### src/rtl/assert_macros.svh
// ----------------------------------------------------------------------------
// Assertion macros
// Shared concurrent assertion wrappers for the RTL.
// ----------------------------------------------------------------------------
`ifndef ASSERT_MACROS_SVH
`define ASSERT_MACROS_SVH
`ifndef ASSERT_OFF
`define ASSERT_IMPLIES(lbl, clk, rst_n, a, c) \
    lbl: assert property (@(posedge clk) disable iff (!rst_n) (a) |-> (c)) \
        else $error("assertion failed");
`define ASSERT_NEXT(lbl, clk, rst_n, a, c) \
    lbl: assert property (@(posedge clk) disable iff (!rst_n) (a) |=> (c)) \
        else $error("assertion failed");
`else
`define ASSERT_IMPLIES(lbl, clk, rst_n, a, c)
`define ASSERT_NEXT(lbl, clk, rst_n, a, c)
`endif
`endif

### src/rtl/scqp_pkg.sv
// ----------------------------------------------------------------------------
// scqp_pkg
// Constants and helpers for the sine/cosine quadrant polynomial pipeline.
// ----------------------------------------------------------------------------
package scqp_pkg;
    localparam logic [31:0] TWO_OVER_PI_Q32 = 32'hA2F9836E;
    localparam logic [59:0] PIO2_Q56 = 60'h1921FB54442D184;
    localparam int NSTEP = 5;
    localparam logic signed [31:0] ONE_Q30 = 32'sd1073741824;

    // Horner coefficients, highest order first
    localparam logic signed [31:0] SIN_COEF [NSTEP+1] = '{
        -32'sd27, 32'sd2959, -32'sd213044, 32'sd8947849, -32'sd178956971, 32'sd1073741824};
    localparam logic signed [31:0] COS_COEF [NSTEP+1] = '{
        -32'sd296, 32'sd26631, -32'sd1491308, 32'sd44739243, -32'sd536870912,
        32'sd1073741824};

    // Q2.30 product, rounded half away from zero (operands below 2^31)
    function automatic logic signed [32:0] qmul(input logic signed [32:0] a,
                                               input logic signed [32:0] b);
        logic        neg;
        logic [31:0] ma;
        logic [31:0] mb;
        logic [63:0] p;
        logic [33:0] m;
        neg = a[32] ^ b[32];
        ma  = a[32] ? 32'(-a) : a[31:0];
        mb  = b[32] ? 32'(-b) : b[31:0];
        p   = 64'(ma) * 64'(mb) + 64'(1 << 29);
        m   = {1'b0, p[62:30]};
        qmul = neg ? 33'(-$signed(m)) : 33'($signed(m));
    endfunction

    function automatic logic [31:0] sat_q30(input logic signed [33:0] v);
        if (v > 34'sd1073741824)
            sat_q30 = ONE_Q30;
        else if (v < -34'sd1073741824)
            sat_q30 = -ONE_Q30;
        else
            sat_q30 = v[31:0];
    endfunction
endpackage

### src/rtl/scqp_reduce.sv
// ----------------------------------------------------------------------------
// scqp_reduce
// Quadrant reduction: q, remainder r in Q2.30 and quadrant, three stages.
// ----------------------------------------------------------------------------
module scqp_reduce
(
    input  logic               clk,
    input  logic               rst_n,
    input  logic               in_vld,
    input  logic [31:0]        angle,
    output logic               out_vld,
    output logic signed [32:0] r,
    output logic [1:0]         quad
);
    // stage 1: magnitude times 2/pi
    logic        v1_reg;
    logic        neg1_reg;
    logic [32:0] mag1_reg;
    logic [64:0] prod1_reg;
    // stage 2: q times pi/2
    logic        v2_reg;
    logic        neg2_reg;
    logic [32:0] mag2_reg;
    logic [8:0]  q2_reg;
    logic [68:0] sub2_reg;
    // stage 3: remainder
    logic              v3_reg;
    logic signed [32:0] r3_reg;
    logic [1:0]        quad3_reg;

    logic [32:0] mag_next;
    logic [8:0]  q_next;
    logic [68:0] big;
    logic        rneg;
    logic [68:0] rm56;
    logic [43:0] rm30;
    logic signed [32:0] rs;
    logic [1:0]  qd;

    // most negative angle gives 2^31, still within 32 bits
    assign mag_next = angle[31] ? {1'b0, 32'(-angle)} : {1'b0, angle};
    assign q_next   = prod1_reg[64:56] + 9'(prod1_reg[55]);
    assign big      = {4'd0, mag2_reg, 32'd0};
    assign rneg     = big < sub2_reg;
    assign rm56     = rneg ? sub2_reg - big : big - sub2_reg;
    assign rm30     = 44'((rm56 + 69'(1 << 25)) >> 26);
    always_comb
    begin
        rs = rneg ? -$signed({1'b0, rm30[31:0]}) : $signed({1'b0, rm30[31:0]});
        qd = q2_reg[1:0];
        if (neg2_reg)
        begin
            rs = -rs;
            qd = 2'(-qd);
        end
    end

    always_ff @(posedge clk or negedge rst_n)
    begin
        if (!rst_n)
        begin
            v1_reg <= 1'b0;
            v2_reg <= 1'b0;
            v3_reg <= 1'b0;
        end
        else
        begin
            v1_reg <= in_vld;
            v2_reg <= v1_reg;
            v3_reg <= v2_reg;
        end
    end

    always_ff @(posedge clk)
    begin
        neg1_reg  <= angle[31];
        mag1_reg  <= mag_next;
        prod1_reg <= 65'(mag_next) * 65'(scqp_pkg::TWO_OVER_PI_Q32);
        neg2_reg  <= neg1_reg;
        mag2_reg  <= mag1_reg;
        q2_reg    <= q_next;
        sub2_reg  <= 69'(q_next) * 69'(scqp_pkg::PIO2_Q56);
        r3_reg    <= rs;
        quad3_reg <= qd;
    end

    assign out_vld = v3_reg;
    assign r       = r3_reg;
    assign quad    = quad3_reg;
endmodule

### config.mk
export PLATFORM = sky130hd
export DESIGN_NAME = scqp_reduce
export DESIGN_NICKNAME = d
export VERILOG_FILES = /design/src/rtl/assert_macros.svh /design/src/rtl/scqp_pkg.sv /design/src/rtl/scqp_reduce.sv
export SDC_FILE = /design/constraint.sdc
export NUM_CORES = 2
export LEC_CHECK = 0
export BUFFER_PORTS_ARGS = -buffer_cell sky130_fd_sc_hd__buf_4
export CORE_ASPECT_RATIO = 1.75
export CORE_UTILIZATION = 60
export DETAILED_ROUTE_END_ITERATION = 12
export GPL_TIMING_DRIVEN = 0
export PLACE_DENSITY = 0.8
export SYNTH_ARGS = -nofsm -noshare
export SYNTH_HDL_FRONTEND = slang
export SYNTH_SLANG_ARGS = --single-unit
### constraint.sdc
create_clock -name clk -period 13.4 [get_ports clk]
set_input_delay 1.34 -clock clk [delete_from_list [all_inputs] [get_ports clk]]
set_output_delay 1.34 -clock clk [all_outputs]
set_load 0.1 [all_outputs]
==> qor.tcl <==
set qor(met3RoutedLength_mm) 3.58
set qor(start_util) 0.609
set qor(syn_area_per_cell_um2) 9.24
set qor(post_route_cells_drive_above_1_share) 0.0584
set qor(core_mm2) 0.0555
set qor(globalplace.congestion) 0.985
set qor(crit_type) {in -> reg}
set qor(global_route_wire_length_before_repair_mm) 142
set qor(average_via_count_per_standard_cell) 5.72
set qor(synth_fp_nets) 4776
set qor(setup_viol) 0
set qor(hold_viol) 0
set qor(grt_pass1_vias) 27747
set qor(slew_viol_final) 0
set qor(post_cts.repair.setup_buffers) 0
set qor(critPathMaxStageDelay_ns) 0.73
set qor(worstSkewPairLatency_ns) 0.47
set qor(cts_max_path_buffers) 2
set qor(max-cap-violations) 0
set qor(initial_antenna_violation_count) 4
set qor(boundaryPins) 71
set qor(cts.hold.buffers_added) 0
set qor(cp_max_fo) 10
set qor(synth_top_area_share) 0.297
set qor(asyncSetResetFlopFracSynth) 0.0169
set qor(cts_max_level) 4
set qor(setup_repair_after_global_routing_missed_its_margin) {false}
set qor(dr_total_vias) 25562
set qor(cts_tree) {done}
set qor(largest_register_ffs) 63
set qor(post-synth-top-count-cell) {sky130_fd_sc_hd__inv_1}
set qor(rows) 114
set qor(clock_skew_ns) 0.0155
set qor(yosys_register_bits) 177
set qor(timing.final.crit_period_ns) 11.57
set qor(met2RoutedLength_mm) 47.7
set qor(tritoncts_buffers) 17
set qor(number_of_nets_in_the_final_layout) 4876
set qor(crit_path_start_kind) {input pin}
set qor(grt_util_all_layers) 0.327
set qor(grt_start_max_net_pins) 21
set qor(cts.sinks) 177
set qor(die_w_um) 181
set qor(area_delta_synth_final_pct) 6.87
set qor(yosys_warnings) 0
set qor(tightest_slew_ns) 1.42
set qor(remaining_drc_errors) 0
set qor(cp.required_ns) 13.81
set qor(ys_top_cells_by_count) {sky130_fd_sc_hd__inv_1 (963), sky130_fd_sc_hd__ha_1 (583), sky130_fd_sc_hd__fa_1 (501), sky130_fd_sc_hd__dfxtp_1 (174), sky130_fd_sc_hd__a21oi_1 (153)}
set qor(worst_ep_arrival_time_ns) 11.98
set qor(synth-edff-count) 0
set qor(fmaxAchievable_mhz) 86.4
set qor(totalWireLength_mm) 88.7
set qor(ctsResizeCount) 0
set qor(min-delay-path-class) {reg -> reg}
set qor(io_buffers) 70
set qor(cts_root_buffer) {sky130_fd_sc_hd__clkbuf_16}
set qor(synth_cell_type_count) 108
set qor(overall_die_area_mm2) 0.0573
set qor(drt_iter0_drc) 1213
set qor(netlist_area_mm2) 0.0338
set qor(slew-limit-headroom) 0.0525
set qor(overflow) 0
set qor(seq_area_frac_synth) 0.105
set qor(top_routing_layer_used) {met4}
set qor(netlist_top_cells_area) {sky130_fd_sc_hd__fa_1 (30%), sky130_fd_sc_hd__ha_1 (22%), sky130_fd_sc_hd__inv_1 (11%)}
set qor(crit_slowest_cell) {sky130_fd_sc_hd__xor2_2}
set qor(detail_route.wirelength.met1_mm) 29.1
set qor(firstDrtPassIters) 7
set qor(wl_per_cell_um) 19.9
set qor(fin_setup_tns_ns) 0
set qor(die-height_um) 316
set qor(postSynthCellCount) 3657
set qor(type_of_destination_of_the_critical_path) {register}
set qor(min_period_over_period) 0.864
set qor(synth_top_cell_by_area) {sky130_fd_sc_hd__fa_1}
set qor(clk_pin_slew_ns) 0.08
set qor(synth-main-ff-cell) {sky130_fd_sc_hd__dfxtp_1}
set qor(ant_nets) 0
set qor(detailedPlacementHpwl_mm) 78.0
set qor(status) {finished clean}
-- routing by layer --
| layer | vias up | GRT usage |
|---|---|---|
| met5 | - | 0 |
| met1 | 12374 | 0.311 |
| met2 | 822 | 0.621 |
| met3 | 388 | 0.0396 |
| met4 | 0 | 0.277 |
| li1 | 11978 | - |
-- worst max-delay path, delay by kind of cell --
kind	cells	cell delay, ns
AND/OR/NAND/NOR	10	2.98
AO/OA/AOI/OAI	12	2.38
buffers and inverters	7	0.57
adder cells (fa/ha/maj)	9	3.94
XOR/XNOR	1	0.73
-- placed cells by master, fill, tap and decap left out, types with 31 or more instances in the layout --
cell type / synthesis / final
sky130_fd_sc_hd__buf_4: 8 / 79
sky130_fd_sc_hd__a21oi_1: 153 / 153
sky130_fd_sc_hd__nor2_1: 123 / 123
sky130_fd_sc_hd__xor2_1: 73 / 63
sky130_fd_sc_hd__o21ai_0: 93 / 92
sky130_fd_sc_hd__ha_1: 583 / 583
sky130_fd_sc_hd__inv_1: 963 / 963
sky130_fd_sc_hd__nand2_1: 113 / 113
sky130_fd_sc_hd__fa_1: 501 / 501
sky130_fd_sc_hd__dfxtp_1: 174 / 174
sky130_fd_sc_hd__clkbuf_1: 31 / 31
sky130_fd_sc_hd__a21o_1: 64 / 64
sky130_fd_sc_hd__nand3_1: 59 / 59
sky130_fd_sc_hd__xnor2_1: 143 / 133
sky130_fd_sc_hd__nor3_1: 55 / 55
-- layout make-up --
class / instances / area [um^2]
flip-flops and latches: 177 / 3560
plain buffers: 59 / 287
fillers: 4339 / 19400
diodes: 1 / 2.50
repair buffers: 81 / 679
multi-input cells: 2458 / 26500
clock inverters: 14 / 179
inverters: 963 / 3610
clock buffers: 18 / 439
well taps: 696 / 871
-- kinds of logic (layout without fill, tap and decap cells) --
kind of cell    count (synthesis)  count (layout)  share of synthesized area
buf+inv                      1022            1135                      0.115
other cells                     0               1                          0
compound gates                558             558                      0.111
flops                         177             177                      0.105
xor+xnor                      218             218                     0.0570
mux                            11              11                    0.00337
simple gates                  587             587                     0.0946
fa+ha+maj                    1084            1084                      0.513
-- path summary, 6_finish.rpt --
check | slack [ns] | cells past startpoint | start | end
worst min register to register | 0.32 | 0 | mag1_reg[16]$_DFF_P_ | mag2_reg[16]$_DFF_P_
worst max register to register | 2.39 | 29 | sub2_reg[57]$_DFF_P_ | r[31]$_DFF_P_
worst max-delay path | 1.83 | 39 | angle[5] | prod1_reg[63]$_DFF_P_
max in group asynchronous | 12.66 | 1 | rst_n | out_vld$_DFF_PN0_
min in group asynchronous | 0.65 | 1 | rst_n | v1_reg$_DFF_PN0_
worst min-delay path | 0.32 | 0 | mag1_reg[16]$_DFF_P_ | mag2_reg[16]$_DFF_P_
-- per-stage QoR --
stage | setup slack [ns] | util | std cells | hold WS, ns | instance area (um^2)
2_1_floorplan | 2.44 | - | 3657 | 0.310 | 33800
3_3_place_gp | 1.05 | 0.634 | 4423 | 0.310 | 35200
3_5_place_dp | 1.38 | 0.639 | 4434 | 0.312 | 35500
4_1_cts | 1.84 | 0.650 | 4466 | 0.324 | 36100
5_1_grt | 1.11 | 0.651 | 4466 | 0.329 | 36100
6_report | 1.83 | 0.651 | 4467 | 0.317 | 36100
Power is left out: the tool's default activity adds up to more than one toggle a clock period on the data nets, which glitch-free logic cannot reach.
